$ cat config.mk
export PLATFORM = sky130hd
export DESIGN_NAME = nfi_ram
export DESIGN_NICKNAME = d
export VERILOG_FILES = /design/src/rtl/nfi_pkg.sv /design/src/rtl/nfi_ram.sv
export SDC_FILE = /design/constraint.sdc
export NUM_CORES = 1
export LEC_CHECK = 0
export BUFFER_PORTS_ARGS = -buffer_cell sky130_fd_sc_hd__clkbuf_2
export CAP_MARGIN = 30
export CORE_MARGIN = 10
export CORE_UTILIZATION = 45
export CTS_BUF_LIST = sky130_fd_sc_hd__clkbuf_8
export CTS_CLUSTER_DIAMETER = 80
export DETAILED_ROUTE_END_ITERATION = 8
export HOLD_SLACK_MARGIN = 0.1
export MAX_ROUTING_LAYER = met4
export SYNTH_ARGS = -nofsm -noshare
export SYNTH_HDL_FRONTEND = slang
export SYNTH_SLANG_ARGS = --single-unit
$ cat constraint.sdc
create_clock -name clk -period 3.8 [get_ports clk]
set_clock_uncertainty 0.15 [all_clocks]
set_input_delay 0 -clock clk [delete_from_list [all_inputs] [get_ports clk]]
set_output_delay 0 -clock clk [all_outputs]
set_load 0.05 [all_outputs]
$ cat src/rtl/nfi_pkg.sv
// shared types, constants and saturation helpers for the newton forward interpolator
package nfi_pkg;

  localparam int MAX_POINTS_DEF = 8;
  localparam int FRAC_BITS_DEF  = 16;

  // configuration register indexes
  localparam logic REG_ORIGIN = 1'b0;
  localparam logic REG_STEP   = 1'b1;

  typedef enum logic [1:0] {
    CMD_CLEAR = 2'd0,
    CMD_LOAD  = 2'd1,
    CMD_EVAL  = 2'd2,
    CMD_RSVD  = 2'd3
  } cmd_t;

  typedef enum logic [1:0] {
    ST_OK    = 2'd0,
    ST_FULL  = 2'd1,
    ST_EMPTY = 2'd2,
    ST_SAT   = 2'd3
  } status_t;

  typedef enum logic [3:0] {
    S_IDLE,
    S_LD_RD,
    S_LD_WR,
    S_EV_SST,
    S_EV_SW,
    S_EV_F,
    S_EV_M1,
    S_EV_CST,
    S_EV_CW,
    S_EV_M2,
    S_EV_T,
    S_EV_ACC,
    S_FIN
  } state_t;

  // clamp a sign and magnitude to signed 32 bits, returns {clamped, value}
  function automatic logic [32:0] sat_mag(input logic neg, input logic [63:0] mag);
    logic [32:0] r;
    if (neg) begin
      if (mag > 64'h0000_0000_8000_0000) r = {1'b1, 32'h8000_0000};
      else r = {1'b0, 32'(~mag[31:0] + 32'd1)};
    end else begin
      if (mag > 64'h0000_0000_7fff_ffff) r = {1'b1, 32'h7fff_ffff};
      else r = {1'b0, mag[31:0]};
    end
    return r;
  endfunction

  // clamp a signed 34 bit value to signed 32 bits, returns {clamped, value}
  function automatic logic [32:0] sat_s34(input logic signed [33:0] v);
    logic [32:0] r;
    if (v > 34'sh0_7fff_ffff) r = {1'b1, 32'h7fff_ffff};
    else if (v < -34'sh0_8000_0000) r = {1'b1, 32'h8000_0000};
    else r = {1'b0, v[31:0]};
    return r;
  endfunction

endpackage

$ cat src/rtl/nfi_ram.sv
// single write port, single registered read port memory for difference entries
module nfi_ram import nfi_pkg::*; #(
  parameter int DEPTH = MAX_POINTS_DEF,
  parameter int AW    = $clog2(MAX_POINTS_DEF)
) (
  input  logic          clk,
  input  logic          we,
  input  logic [AW-1:0] waddr,
  input  logic [31:0]   wdata,
  input  logic          re,
  input  logic [AW-1:0] raddr,
  output logic [31:0]   rdata_r
);

  logic [31:0] mem [DEPTH];

  // write port
  always_ff @(posedge clk) begin
    if (we) mem[waddr] <= wdata;
  end

  // read port, data holds between reads
  always_ff @(posedge clk) begin
    if (re) rdata_r <= mem[raddr];
  end

endmodule

==> summary.md, run 1 <==
| Metric | Value |
|---|---|
| Width of the die | `175 um` |
| Die area | `30600 um2` |
| Reg-to-Reg End | `rdata_r[28]` |
| Hold Slack | `124 ps` |
| Pleak | `4.38 nW` |
| Fmax | `376 MHz` |
| Area taken by multi-input logic gates | `2070 um2` |
| FF-to-FF setup slack | `2220 ps` |
| Max_cap viols | `0` |
| Chip height | `175 um` |
| Library cells used by synthesis | `12` |
| Buffer depth of the longest clock path | `3` |
| Io pins | `73` |
| Initial DRC Count | `275` |
| Final WL | `20800 um` |
| Synth top area share | `approximately 80%` |
| Critical R2R Launch | `mem[1][28]` |
| Relative slew slack | `39.1%` |
| WL per Instance | `around 23 um` |
| Reg power frac | `a little under three fifths` |
| Global-route wire length before repair | `between 30000 and 40000 um` |
| Clock-pin slew of the registers on the worst-case setup and hold paths | `around 60 ps` |
| Initial antenna violation count | `0` |
| Final Hold Viols | `0` |
| Largest net degree at the start of global routing | `43` |
| Synthesized area | `about 11000 um2` |
| Total power | `0.00646 W` |
| Total gr overflow | `0` |
| Peak VDD IR | `0.258 mV` |
| Final setup fails | `0` |
| Worst hold path type | `in2reg` |
| Syn Nets | `456` |
| Area grow syn2layout | `19.0%` |
| Routed via count | `4832` |
| Min-Delay Endpoint | `mem[6][11]` |
| Switching power | `0.00143 W` |
| Worst-margin pin slew | `between 900 and 1000 ps` |
| Post-synth ARST share | `0%` |
| Sw Ratio | `about 22%` |
| PD cells | `roughly 500 nW/um2` |
| Share of the yosys chip area belonging to registers | `80.2%` |
| Post-synth EDFFs | `288` |
| Top cells by area, synth | `edfxtp_1, mux4_1, mux4_2` |
| Clk pwr share | `36.3%` |
| Worst-path fanout max | `14` |
| Gpl congestion | `between 0.6 and 0.7` |
| Total GRT Usage | `14.1%` |
| Drc violations | `0` |
| Post-DRT Antenna Nets | `0` |
| Fin. max-slew vios | `0` |
| Status | `complete, no violations` |
| CTS tree | `built` |
| FF/Latch Area | `8650 um2` |
| Rows | `between 50 and 60` |
| # port buffers | `72` |
| Total CTS buffers | `46` |
| Core area | `23500 um2` |
| Fill cells | `about 1800` |
| H-tree Lvls | `2` |
| Min-delay src | `wdata[11]` |
| Setup_tns | `0 ps` |
| Cell count after synthesis | `415` |
| ANT cells | `0` |
| Final nets | `613` |
| #FFs+latches synth | `about 290` |
| Count leader, synth | `edfxtp_1` |
| Routed vias/inst | `between 5 and 6` |
| Root buffer cell | `clkbuf_8` |
| Synth warn | `0` |
| Arrival time at the worst endpoint | `2670 ps` |
| Vias in the first global route | `5416` |
| CP Class | `in2reg` |
| Top cell type by total area after synthesis | `edfxtp_1` |
| Final HPWL DP | `11200 um` |
| Type of origin of the critical path | `primary input` |
| FF-to-FF path depth | `2` |
| Top post-synthesis cells by count | `edfxtp_1, mux4_1, mux2_2` |
| Top_reg_cell synth | `edfxtp_1` |
| Comb power frac | `7.0%` |
| Avg Cell Area, Syn | `roughly 26 um2` |
| Worst skew pair latency | `540 ps` |
| CTS Sinks | `288` |
| DR pass1 iterations | `4` |
| Minimum clock period | `2660 ps` |
| Period utilization | `69.9%` |
| RSZ-0062 raised after global routing | `no` |
| CP endpoint kind | `register` |
| Internal Power | `0.00503 W` |
| Initial Utilization | `45.8%` |
| Required time of the critical path | `~3800 ps` |
| Ratio of cells with drive above 1 in the final layout | `33.6%` |
| Number of cells on the worst hold path | `2` |
-- timing repair --
action	CTS	global route
gates resized for setup	0	0
setup buffers	0	0
hold endpoints to repair	446	0
hold buffers	43	0
-- power groups by stage --
stage	logic (W)	clock network (W)	registers, W
final	0.000453	0.00235	0.00366
after global routing	0.000488	0.00255	0.00367
after CTS	0.000465	0.00241	0.00366
after detailed placement	0.000428	0	0.00373
after global placement	0.000420	0	0.00372
after floorplan	0.000182	0	0.00382
-- registers in the layout (all words and copies together), names as in the netlist --
name,flops
rdata_r,32
mem,256
-- critical path, stage by stage --
cell and delay [ps]:
dlygate4sd3_1 530, clkbuf_2 160, nand2_1 60, dlygate4sd3_1 630, nor2_4 150, dlygate4sd3_1 1140
-- metal layers --
| layer | vias up | GRT usage, % | part of all wire [%] | wire length, um |
|---|---|---|---|---|
| met1 | 2531 | 16.6 | 42 | 8650 |
| met3 | 42 | 3.34 | 4.6 | 964 |
| met4 | 0 | 4.31 | 1.8 | 372 |
| met5 | - | - | 0 | 0 |
| met2 | 118 | 23.6 | 52 | 10800 |
| li1 | 2141 | - | - | - |
-- cell type report --
class / count / share of cell area [%]
well taps: 319 / 3.11
clock buffers: 47 / 5.04
multi-input cells: 109 / 16.1
clock inverters: 34 / 1.29
flip-flops and latches: 288 / 67.4
repair buffers: 127 / 7.08
-- worst max path at each step --
| stage | cells after the start | to | start |
|---|---|---|---|
| 6_report | 6 | mem[3][23] | waddr[1] |
| 3_5_place_dp | 4 | rdata_r[5] | raddr[0] |
| 2_1_floorplan | 2 | mem[0][0] | waddr[2] |
| 4_1_cts | 6 | mem[3][23] | waddr[1] |
| 5_1_grt | 6 | mem[3][25] | waddr[0] |
| 3_3_place_gp | 4 | rdata_r[5] | raddr[0] |
-- per-stage QoR --
step	instance area, um2	instances	setup WS [ps]	utilization [%]
after floorplan	10800	415	803	-
after global placement	11600	800	1570	49.2
after detailed placement	11600	800	1520	49.2
after CTS	12800	924	1150	54.5
after global routing	12800	924	1080	54.5
final	12800	924	1140	54.5
-- cells in the final DEF (no fill, tap or decap), drive strengths merged --
| cell type | Yosys | routed |
|---|---|---|
| nand2 | 2 | 2 |
| clkinv | 0 | 19 |
| mux2 | 32 | 32 |
| clkbuf | 1 | 117 |
| nor2 | 6 | 6 |
| nand2b | 3 | 3 |
| edfxtp | 288 | 288 |
| mux4 | 64 | 64 |
| nor3 | 2 | 2 |
| dlygate4sd3 | 0 | 43 |
| inv | 0 | 13 |
| buf | 17 | 14 |
| clkinvlp | 0 | 1 |
| bufinv | 0 | 1 |
-- logic make-up (layout without fill, tap and decap cells) --
logic type             count (synthesis)  in the layout  synth area share, %
flip-flops                           288            288                 80.2
multiplexers                          96             96                 18.1
buffers and inverters                 18            208                 1.18
AND/OR/NAND/NOR                       13             13                0.545
Note: power is estimated with default switching activity, not from simulation.
==> inputs of run 2 (changes only) <==
clock period = 2.5 ns   (was 3.8 ns; I/O delays follow)
==> summary.md, run 2 (synthesis results as in run 1) <==
| Metric | Value |
|---|---|
| Status | `complete, no violations` |
| Initial antenna violation count | `0` |
| ANT cells | `0` |
| Cts repair resizes | `0` |
| Final nets | `624` |
| Max FFs per register | `approximately 260` |
| Post-DRT Antenna Nets | `0` |
| CP endpoint kind | `register` |
| Total CTS buffers | `47` |
| Worst skew pair latency | `540 ps` |
| Final Hold Viols | `0` |
| FF-to-FF setup slack | `430 ps` |
| Minimum clock period | `~2300 ps` |
| PD cells | `between 700 and 800 nW/um2` |
| Relative slew slack | `59.3%` |
| Initial DRC Count | `between 200 and 300` |
| Buffer depth of the longest clock path | `3` |
| Top flop regs | `mem (256), rdata_r (32)` |
| Arrival time at the worst endpoint | `2440 ps` |
| Most common cell after layout, fill and taps aside | `edfxtp_1` |
| Final HPWL DP | `11300 um` |
| Routed vias/inst | `between 5 and 6` |
| Core area | `approximately 24000 um2` |
| Setup_tns | `0 ps` |
| Worst-path fanout max | `20` |
| Rows | `56` |
| Die area | `about 31000 um2` |
| Vias in the first global route | `~5500` |
| Root buffer cell | `clkbuf_8` |
| Routed via count | `4832` |
| Critical path's most frequent cell | `dlygate4sd3_1` |
| Total GRT Usage | `between 10% and 20%` |
| Cells along the critical path | `dlygate4sd3_1 -> buf_2 -> buf_4 -> mux4_2 -> mux2_2 -> dlygate4sd3_1` |
| Fill cells | `1848` |
| Clock-pin slew of the registers on the worst-case setup and hold paths | `60 ps` |
| Most flop-heavy register | `mem` |
| Non-filler cells in the finished layout | `about 940` |
| CP Class | `in2reg` |
| Total gr overflow | `0` |
| Initial Utilization | `a little under half` |
| CTS Sinks | `288` |
| Ratio of cells with drive above 1 in the final layout | `between 30% and 40%` |
| DR pass1 iterations | `4` |
| Largest net degree at the start of global routing | `35` |
| CTS tree | `built` |
| Pleak | `4.47 nW` |
| Drc violations | `0` |
| Period utilization | `91.9%` |
| Final WL | `20900 um` |
| Max_cap viols | `0` |
| Chip height | `175 um` |
| Most frequent cells in the layout | `edfxtp_1, clkbuf_2, clkbuf_8` |
| Width of the die | `175 um` |
| Worst path slowest cell | `dlygate4sd3_1` |
| Area grow syn2layout | `20.8%` |
| Required time of the critical path | `2650 ps` |
| H-tree Lvls | `2` |
| RSZ-0062 raised after global routing | `no` |
| Worst hold path type | `in2reg` |
| Final setup fails | `0` |
| Gpl congestion | `between 0.6 and 0.7` |
| Worst-margin pin slew | `611 ps` |
| Slowest Stage Delay on Critical Path | `550 ps` |
| # port buffers | `just over 70` |
| Global-route wire length before repair | `32700 um` |
| Fmax | `435 MHz` |
| Placed cells | `807` |
| WL per Instance | `22.3 um` |
| Peak VDD IR | `around 0.44 mV` |
| Fin. max-slew vios | `0` |
| Io pins | `73` |
| Type of origin of the critical path | `primary input` |
## run 2: cell types whose count changed in the layout (fill, tap and decap cells not counted)
cell and delta:
nor3_2 -2, buf_4 +1, clkinv_2 -2, dlygate4sd3_1 +3, clkinvlp_4 +2, buf_12 +6
inv_1 +5, clkinv_4 +1, clkinv_1 -3, nor3_4 +2
## run 2: report_power, final
part	leakage, nW	switching, W	internal [W]
Combinational	1.35	0.000420	0.000292
Clock	0.484	0.00174	0.00186
Sequential	2.64	0.0000451	0.00552
## run 2: per-layer routing
metal  share of wire, %  global-route usage, %  vias up
li1                   -                      -     2166
met1                 41                   16.9     2516
met2                 53                   24.3      107
met3                4.4                   2.95       43
met4                2.0                   4.59        0
met5                  0                      -        -
## run 2: cell type report
| cell class | instances | area, um2 | share of cell area, % |
|---|---|---|---|
| Timing Repair Buffer | 137 | 1070 | 8.18 |
| Tap cell | 319 | 399 | 3.06 |
| Multi-Input combinational cell | 109 | 2080 | 16.0 |
| Clock buffer | 47 | 647 | 4.97 |
| Clock inverter | 37 | 186 | 1.43 |
| Sequential cell | 288 | 8650 | 66.4 |
## run 2: what timing repair did
action | in CTS | in global routing
hold buffers | 46 | 0
buffers inserted | 0 | 0
endpoints found under the hold margin | 427 | 0
## run 2: final timing paths
kind              startpoint     endpoint  depth (start not counted)
setup / recovery    raddr[2]   rdata_r[0]                          6
hold / removal      wdata[0]    mem[2][0]                          2
setup reg to reg   mem[1][0]   rdata_r[0]                          3
hold reg to reg   mem[7][17]  rdata_r[17]                          2
## run 2: critical path: cells and delay by family
kind	cells	cell delay, ps
multiplexers	2	580
buffers and inverters	4	1860
## run 2: per-stage QoR
step                total power (W)  util (%)  worst slack [ps]  hold slack [ps]  cell area [um2]
finish                      0.00988      55.3               202              125            13000
global placement            0.00631      49.8               703              114            11700
global route                 0.0103      55.3               155              118            13000
CTS                          0.0100      55.3               223              104            13000
floorplan                   0.00608         -               360            -51.1            10800
detailed placement          0.00633      49.8               698              128            11700
