<file path="src/rtl/nfi_pkg.sv">
// shared types, constants and saturation helpers for the newton forward interpolator
package nfi_pkg;

  localparam int MAX_POINTS_DEF = 8;
  localparam int FRAC_BITS_DEF  = 16;

  // configuration register indexes
  localparam logic REG_ORIGIN = 1'b0;
  localparam logic REG_STEP   = 1'b1;

  typedef enum logic [1:0] {
    CMD_CLEAR = 2'd0,
    CMD_LOAD  = 2'd1,
    CMD_EVAL  = 2'd2,
    CMD_RSVD  = 2'd3
  } cmd_t;

  typedef enum logic [1:0] {
    ST_OK    = 2'd0,
    ST_FULL  = 2'd1,
    ST_EMPTY = 2'd2,
    ST_SAT   = 2'd3
  } status_t;

  typedef enum logic [3:0] {
    S_IDLE,
    S_LD_RD,
    S_LD_WR,
    S_EV_SST,
    S_EV_SW,
    S_EV_F,
    S_EV_M1,
    S_EV_CST,
    S_EV_CW,
    S_EV_M2,
    S_EV_T,
    S_EV_ACC,
    S_FIN
  } state_t;

  // clamp a sign and magnitude to signed 32 bits, returns {clamped, value}
  function automatic logic [32:0] sat_mag(input logic neg, input logic [63:0] mag);
    logic [32:0] r;
    if (neg) begin
      if (mag > 64'h0000_0000_8000_0000) r = {1'b1, 32'h8000_0000};
      else r = {1'b0, 32'(~mag[31:0] + 32'd1)};
    end else begin
      if (mag > 64'h0000_0000_7fff_ffff) r = {1'b1, 32'h7fff_ffff};
      else r = {1'b0, mag[31:0]};
    end
    return r;
  endfunction

  // clamp a signed 34 bit value to signed 32 bits, returns {clamped, value}
  function automatic logic [32:0] sat_s34(input logic signed [33:0] v);
    logic [32:0] r;
    if (v > 34'sh0_7fff_ffff) r = {1'b1, 32'h7fff_ffff};
    else if (v < -34'sh0_8000_0000) r = {1'b1, 32'h8000_0000};
    else r = {1'b0, v[31:0]};
    return r;
  endfunction

endpackage

</file>
<file path="src/rtl/nfi_div.sv">
// bit serial restoring divider, 64 bit magnitude by 32 bit magnitude
module nfi_div import nfi_pkg::*; (
  input  logic        clk,
  input  logic        rst_n,
  input  logic        start,
  input  logic [63:0] num,
  input  logic [31:0] den,
  output logic        done_r,
  output logic [63:0] quo_r
);

  logic        busy_r;
  logic [6:0]  cnt_r;
  logic [31:0] rem_r;
  logic [31:0] den_r;
  logic [32:0] rem_sh;
  logic        ge;

  // one quotient bit per cycle while busy
  assign rem_sh = {rem_r, quo_r[63]};
  assign ge     = rem_sh >= {1'b0, den_r};

  // control
  always_ff @(posedge clk) begin
    if (!rst_n) begin
      busy_r <= 1'b0;
      done_r <= 1'b0;
      cnt_r  <= '0;
    end else begin
      done_r <= 1'b0;
      if (start) begin
        busy_r <= 1'b1;
        cnt_r  <= '0;
      end else if (busy_r) begin
        cnt_r <= cnt_r + 7'd1;
        if (cnt_r == 7'd63) begin
          busy_r <= 1'b0;
          done_r <= 1'b1;
        end
      end
    end
  end

  // datapath
  always_ff @(posedge clk) begin
    if (start) begin
      rem_r <= '0;
      quo_r <= num;
      den_r <= den;
    end else if (busy_r) begin
      rem_r <= ge ? 32'(rem_sh - {1'b0, den_r}) : rem_sh[31:0];
      quo_r <= {quo_r[62:0], ge};
    end
  end

endmodule
</file>
<file path="config.mk">
export PLATFORM = sky130hd
export DESIGN_NAME = nfi_div
export DESIGN_NICKNAME = d
export VERILOG_FILES = /design/src/rtl/nfi_pkg.sv /design/src/rtl/nfi_div.sv
export SDC_FILE = /design/constraint.sdc
export NUM_CORES = 1
export LEC_CHECK = 0
export BUFFER_PORTS_ARGS = -buffer_cell sky130_fd_sc_hd__buf_2
export CELL_PAD_IN_SITES_DETAIL_PLACEMENT = 1
export CELL_PAD_IN_SITES_GLOBAL_PLACEMENT = 2
export CORE_MARGIN = 1.5
export CORE_UTILIZATION = 32
export CTS_CLUSTER_SIZE = 14
export DETAILED_ROUTE_END_ITERATION = 10
export PLACE_DENSITY = 0.87
export REMOVE_ABC_BUFFERS = 1
export SLEW_MARGIN = 20
export SYNTH_ARGS = -nofsm -noshare
export SYNTH_HDL_FRONTEND = slang
export SYNTH_SLANG_ARGS = --single-unit
</file>
<file path="constraint.sdc">
create_clock -name clk -period 2.65 [get_ports clk]
set_input_delay 0.53 -clock clk [delete_from_list [all_inputs] [get_ports clk]]
set_output_delay 0.53 -clock clk [all_outputs]
set_load 0.01 [all_outputs]
</file>
==> results of run 1 <==
-- cells by family (layout without fill, tap and decap cells) --
kind of cell | after synthesis | count (layout)
and+or+nand+nor | 184 | 184
adders and majority gates | 34 | 34
DFF | 137 | 137
xor gates and xnor gates | 25 | 25
AOI/OAI and AO/OA | 150 | 150
muxes | 70 | 70
buffers and inverters | 77 | 299
-- cell usage in the layout (no fill, tap or decap), drive strengths merged, types with 5 or more instances in the layout --
cell and n:
ha 33, buf 221, a311oi 14, mux2 65, o211ai 5, o21ai 25, nor3 8, xor2 14
nand4 10, a32oi 6, clkbuf 17, mux2i 5, and3 5, inv 54, a211oi 8, edfxtp 96
a21oi 37, or3 5, nor4 5, nand2 57, xnor2 11, dfxtp 41, nand2b 10, nand3 19
a21o 14, o31ai 5, nor2 57
-- flip-flops by register name, summed over array words and instances (netlist names) --
name	count
cnt_r	7
quo_r	64
rem_r	32
den_r	32
done_r	1
busy_r	1
-- worst max-delay path, stage by stage (launching register included) --
cell and delay (ns):
edfxtp_1 0.39, ha_2 0.21, fa_2 0.34, nand2b_4 0.15, a21o_1 0.22, a311oi_4 0.29, a211oi_4 0.13, o221ai_4 0.31
a21oi_2 0.13, o2111a_1 0.26, o31ai_2 0.16
-- per-stage QoR --
step           worst slack (ns)  power (mW)
2_1_floorplan            -0.617        3.22
4_1_cts                 -0.0424        6.04
3_5_place_dp             -0.162        3.69
5_1_grt                  -0.110        6.26
3_3_place_gp            -0.0938        3.67
6_report                -0.0427        6.00
-- how the worst min path moves through the flow --
| stage | depth (start not counted) | startpoint | endpoint | slack (ns) |
|---|---|---|---|---|
| 6_report | 1 | den[15] | den_r[15] | 0.27 |
| 5_1_grt | 1 | den[20] | den_r[20] | 0.26 |
| 4_1_cts | 1 | den[15] | den_r[15] | 0.25 |
| 3_5_place_dp | 2 | rem_r[22] | rem_r[22] | 0.48 |
| 3_3_place_gp | 2 | rem_r[31] | rem_r[31] | 0.46 |
| 2_1_floorplan | 2 | rem_r[31] | rem_r[31] | 0.44 |
-- area by class of cell --
cell class	count	area (um2)
Clock inverter	15	130
Inverter	46	173
Multi-Input combinational cell	463	3640
Tap cell	313	392
Sequential cell	137	3700
Timing Repair Buffer	221	1340
Fill cell	2622	13000
Clock buffer	17	425
-- routing by layer --
layer  wire, um  GRT usage, %
met5          0             0
met4        302          5.99
met3       1310          5.23
met2      10400          30.1
met1       9470          22.4
-- power by group through the flow --
stage          logic, mW  clock network (mW)  registers [mW]
3_3_place_gp        1.05                   0            2.62
3_5_place_dp        1.07                   0            2.62
2_1_floorplan      0.554                   0            2.67
4_1_cts             1.09                2.36            2.58
5_1_grt             1.23                2.42            2.61
6_report            1.13                2.29            2.58
-- timing repair --
| action | in CTS | in global routing |
|---|---|---|
| buffers inserted | 3 | 3 |
| gates cloned | 0 | 0 |
| pin swaps | 8 | 12 |
| gates resized for setup | 8 | 31 |
| setup endpoints to repair | 15 | 31 |
==> flow_summary.yaml, run 1 <==
logic_synthesis:
  synth_cell_type_count: 73
  synth-xor-area-share_pct: 2.91
  netlist_area_um2: 7510
  yosysWarnings: 0
  ys.flop_type: "edfxtp_1"
  synthMuxAreaShare_pct: 10.4
  synth-simple-area-share_pct: 11.4
  synth_top_area_share_pct: 38.4
  synth_top_family_by_area: "compound AO/OA/AOI/OAI gates"
  synth_edf_count: 96
  synth_cells: 677
  yosysMostFrequentCell: "edfxtp_1"
  synth_compound_area_share_pct: 15.9
  synth_commonest_cells: "96 x edfxtp_1, 64 x mux2_2, 57 x nand2_1, 56 x nor2_1, 45 x inv_1"
  synth_area_leaders: "edfxtp_1 38%, dfxtp_1 11%, mux2_2 9.6%"
  ys_async_sr_fraction_pct: 0
  avgSynthCellArea_um2: 11.1
  synth_largest_area_cell: "edfxtp_1"
  ys_seq_elements: 137
  synth_seq_area_share_pct: 49.3
  synthAdderAreaFrac_pct: 5.76
power:
  seq_power_share_pct: 43.0
  clkPwrFrac_pct: 38.2
  p_comb_share_pct: 18.8
  power.switching_mw: 1.76
  sw_frac_of_total_pct: 29.3
  p_int_mw: 4.24
  leakage_nw: 4.04
  p_per_area_nw_per_um2: 612
  ir_drop_v: 0.000391
setup_path:
  worstRegToRegCells: 10
  startpoint_type: "flop"
  r2r-start: "den_r[0]"
  r2r-end: "rem_r[28]"
  regToRegSetupSlack_ns: -0.04
  required_ns: 2.98
  startpoint: "den_r[0]"
  end_kind: "flop"
  crit_type: "reg2reg"
  cp_max_fo: 6
  crit_arrival_ns: 3.03
  critPathCapture: "rem_r[28]"
route:
  postRouteAntennaNets: 0
  vias: 6057
  firstDrtPassIters: 4
  vias_per_cell: 5.00
  route.detailed.drc: 0
  wl_per_cell_um: 17.7
  finalWirelength_um: 21500
  drt_iter0_markers: 294
timing:
  maxSlewHeadroom_pct: 47.5
  worst_pin_slew_ns: 0.787
  period_minus_slack_ns: 2.69
  setup-violations-final: 3
  worst_hold_slack_ns: 0.266
  setup_ws_ns: -0.0427
  fin_skew_ns: 0.0217
  rsz0062_at_grt: "yes"
  finalMaxSlewViolations: 0
  final-hold-violation-count: 0
  finalCritPeriodShare_pct: 102
  tns_ns: -0.0990
  fmax_ghz: 0.371
worst_hold_path:
  hp-class: "in2reg"
grt:
  grt_max_degree: 37
  grt_pass1_wl_um: 34100
  antenna_found_initial: 0
  overflow: 0
  grt_usage_pct: 18.1
  grt_pass1_vias: 6453
status:
  status: "finished with violations"
  violations: "setup timing"
clocking:
  cts_tree: "done"
  clkTransAtPathRegs_ns: 0.07
  cts-root-buf: "clkbuf_16"
  clock_latency_ns: 0.44
  htree_levels: 4
  ctsLongestPathBuffers: 2
  hold_buffers: 0
  numCtsBuffers: 17
  cts.sinks: 137
place:
  gp_congestion: 0.803
  place_area_um2: 9040
  dp_cells: 1175
  dp_hpwl_um: 15800
  io_buffers: 163
floorplan:
  core_area_um2: 22800
  num_io_pins: 164
  num_rows: 55
  dieArea_um2: 24400
  die_w_um: 156
  fp.dieH_um: 156
  start_util_pct: 32.9
final_layout:
  design_area_um2: 9800
  diodes: 0
  area_delta_synth_final_pct: 30.4
  final_cells: 1212
  final_util_pct: 42.9
  drive_above_1_share_pct: 41.2
  fin_nets: 1019
job:
  maxCapViolCount: 0
No activity file was read; power rests on OpenSTA's default activity.
==> run 2, diff against run 1 <==
--- a/config.mk
+++ b/config.mk
@@ -8,6 +8,7 @@
 export BUFFER_PORTS_ARGS = -buffer_cell sky130_fd_sc_hd__buf_2
 export CELL_PAD_IN_SITES_DETAIL_PLACEMENT = 1
 export CELL_PAD_IN_SITES_GLOBAL_PLACEMENT = 2
+export CORE_ASPECT_RATIO = 0.5
 export CORE_MARGIN = 1.5
 export CORE_UTILIZATION = 32
 export CTS_CLUSTER_SIZE = 14
==> flow_summary.yaml, run 2 (synthesis gave the netlist of run 1 again) <==
floorplan:
  start_util_pct: 32.8
  die_w_um: 220
  num_rows: 39
  num_io_pins: 164
  fp.dieH_um: 111
  core_area_um2: 22900
  dieArea_um2: 24500
route:
  wl_met3_um: 1010
  vias: 6188
  route.detailed.drc: 0
  vias_per_cell: 5.04
  postRouteAntennaNets: 0
  wl_per_cell_um: 18.1
  top_layer: "met4"
  met2WireLength_um: 11100
  drt_iter0_markers: 248
  finalWirelength_um: 22200
  firstDrtPassIters: 4
  wl_met1_um: 9760
final_layout:
  largest_reg_flops: 64
  mostFrequentLayoutCells: "162 x buf_2, 96 x edfxtp_1, 69 x buf_4"
  top_register: "quo_r"
  final_common_cell: "buf_2"
  top_regs: "quo_r x64, den_r x32, rem_r x32"
  area_delta_synth_final_pct: 34.8
  fillers: 2571
  drive_above_1_share_pct: 44.2
  design_area_um2: 10100
  fin_nets: 1038
  final_cells: 1227
power:
  total_power_mw: 6.19
  leakage_nw: 4.19
  p_per_area_nw_per_um2: 611
  ir_drop_v: 0.000438
timing:
  setup_ws_ns: -0.115
  setup-violations-final: 5
  final-hold-violation-count: 0
  finalMaxSlewViolations: 0
  fin_skew_ns: 0.0131
  period_minus_slack_ns: 2.77
  tns_ns: -0.379
  worst_hold_slack_ns: 0.261
  fmax_ghz: 0.362
  finalCritPeriodShare_pct: 104
  maxSlewHeadroom_pct: 56.6
  rsz0062_at_grt: "yes"
  worst_pin_slew_ns: 0.651
clocking:
  clock_latency_ns: 0.44
  cts_tree: "done"
  cts-root-buf: "clkbuf_16"
  htree_levels: 4
  numCtsBuffers: 17
  ctsLongestPathBuffers: 2
  cts.sinks: 137
  clkTransAtPathRegs_ns: 0.07
grt:
  grt_usage_pct: 17.9
  grt_max_degree: 50
  antenna_found_initial: 2
  overflow: 0
  grt_pass1_wl_um: 34000
  grt_pass1_vias: 6598
place:
  dp_hpwl_um: 15600
  dp_cells: 1172
  gp_congestion: 0.820
  io_buffers: 163
  place_area_um2: 9030
status:
  violations: "setup timing"
  status: "finished with violations"
job:
  maxCapViolCount: 0
setup_path:
  cp_max_fo: 5
  end_kind: "flop"
  startpoint_type: "flop"
  crit_arrival_ns: 3.12
  crit_type: "reg2reg"
  required_ns: 3.00
worst_hold_path:
  hp-class: "in2reg"
run 2: changes by cell type in the layout (fill, tap and decap cells not counted), sizes merged, moves of 2 or more:
| cell | change |
|---|---|
| inv | -3 |
| buf | +16 |
| clkinv | +3 |
| diode | +2 |
| clkinvlp | -3 |
| clkbuf | +4 |
run 2: final cells by class:
class | instances | area, um2 | area share, %
Clock buffer | 19 | 453 | 4.47
Multi-Input combinational cell | 464 | 3790 | 37.5
Antenna cell | 2 | 5.00 | 0.0494
Inverter | 46 | 173 | 1.70
Timing Repair Buffer | 239 | 1480 | 14.6
Clock inverter | 13 | 136 | 1.35
Sequential cell | 137 | 3700 | 36.6
Tap cell | 307 | 384 | 3.79
run 2: worst max-delay path: stages, from the launching register on:
cell and delay (ns):
edfxtp_1 0.42, ha_4 0.19, fa_2 0.36, nand2b_4 0.15, a21o_1 0.19, a311oi_4 0.31
a211oi_4 0.15, o221ai_4 0.33, a21oi_4 0.11, o2111a_1 0.28, o31ai_2 0.17
run 2: through the flow:
stage / utilization, % / setup WS (ns)
CTS: 42.2 / -0.0887
global placement: 39.4 / -0.111
finish: 44.2 / -0.115
detailed placement: 39.4 / -0.196
floorplan: - / -0.617
global route: 44.2 / -0.233
run 2: power by group:
| part | internal [mW] | switching, mW | leakage, nW |
|---|---|---|---|
| Clock | 1.37 | 1.04 | 0.292 |
| Combinational | 0.559 | 0.634 | 2.60 |
| Sequential | 2.49 | 0.0938 | 1.29 |
| Total | 4.42 | 1.77 | 4.19 |
run 2: repair_timing:
action / CTS / global route
pin swaps: 4 / 20
gates cloned: 0 / 3
setup buffers: 2 / 16
gates resized for setup: 13 / 52
hold buffers: 0 / 0
endpoints found under the setup margin: 31 / 31
run 2: worst paths after layout:
kind / to / cells after the start / slack [ns] / startpoint
setup reg to reg: rem_r[28] / 10 / -0.12 / den_r[0]
hold reg to reg: rem_r[15] / 2 / 0.50 / rem_r[15]
setup / recovery: rem_r[28] / 10 / -0.12 / den_r[0]
hold / removal: den_r[26] / 1 / 0.26 / den[26]
run 2: routing by layer:
layer / track usage (%) / vias to the layer above
met5: 0 / -
met4: 6.71 / 0
met3: 5.60 / 27
met2: 29.7 / 111
met1: 21.9 / 3075
li1: - / 2975
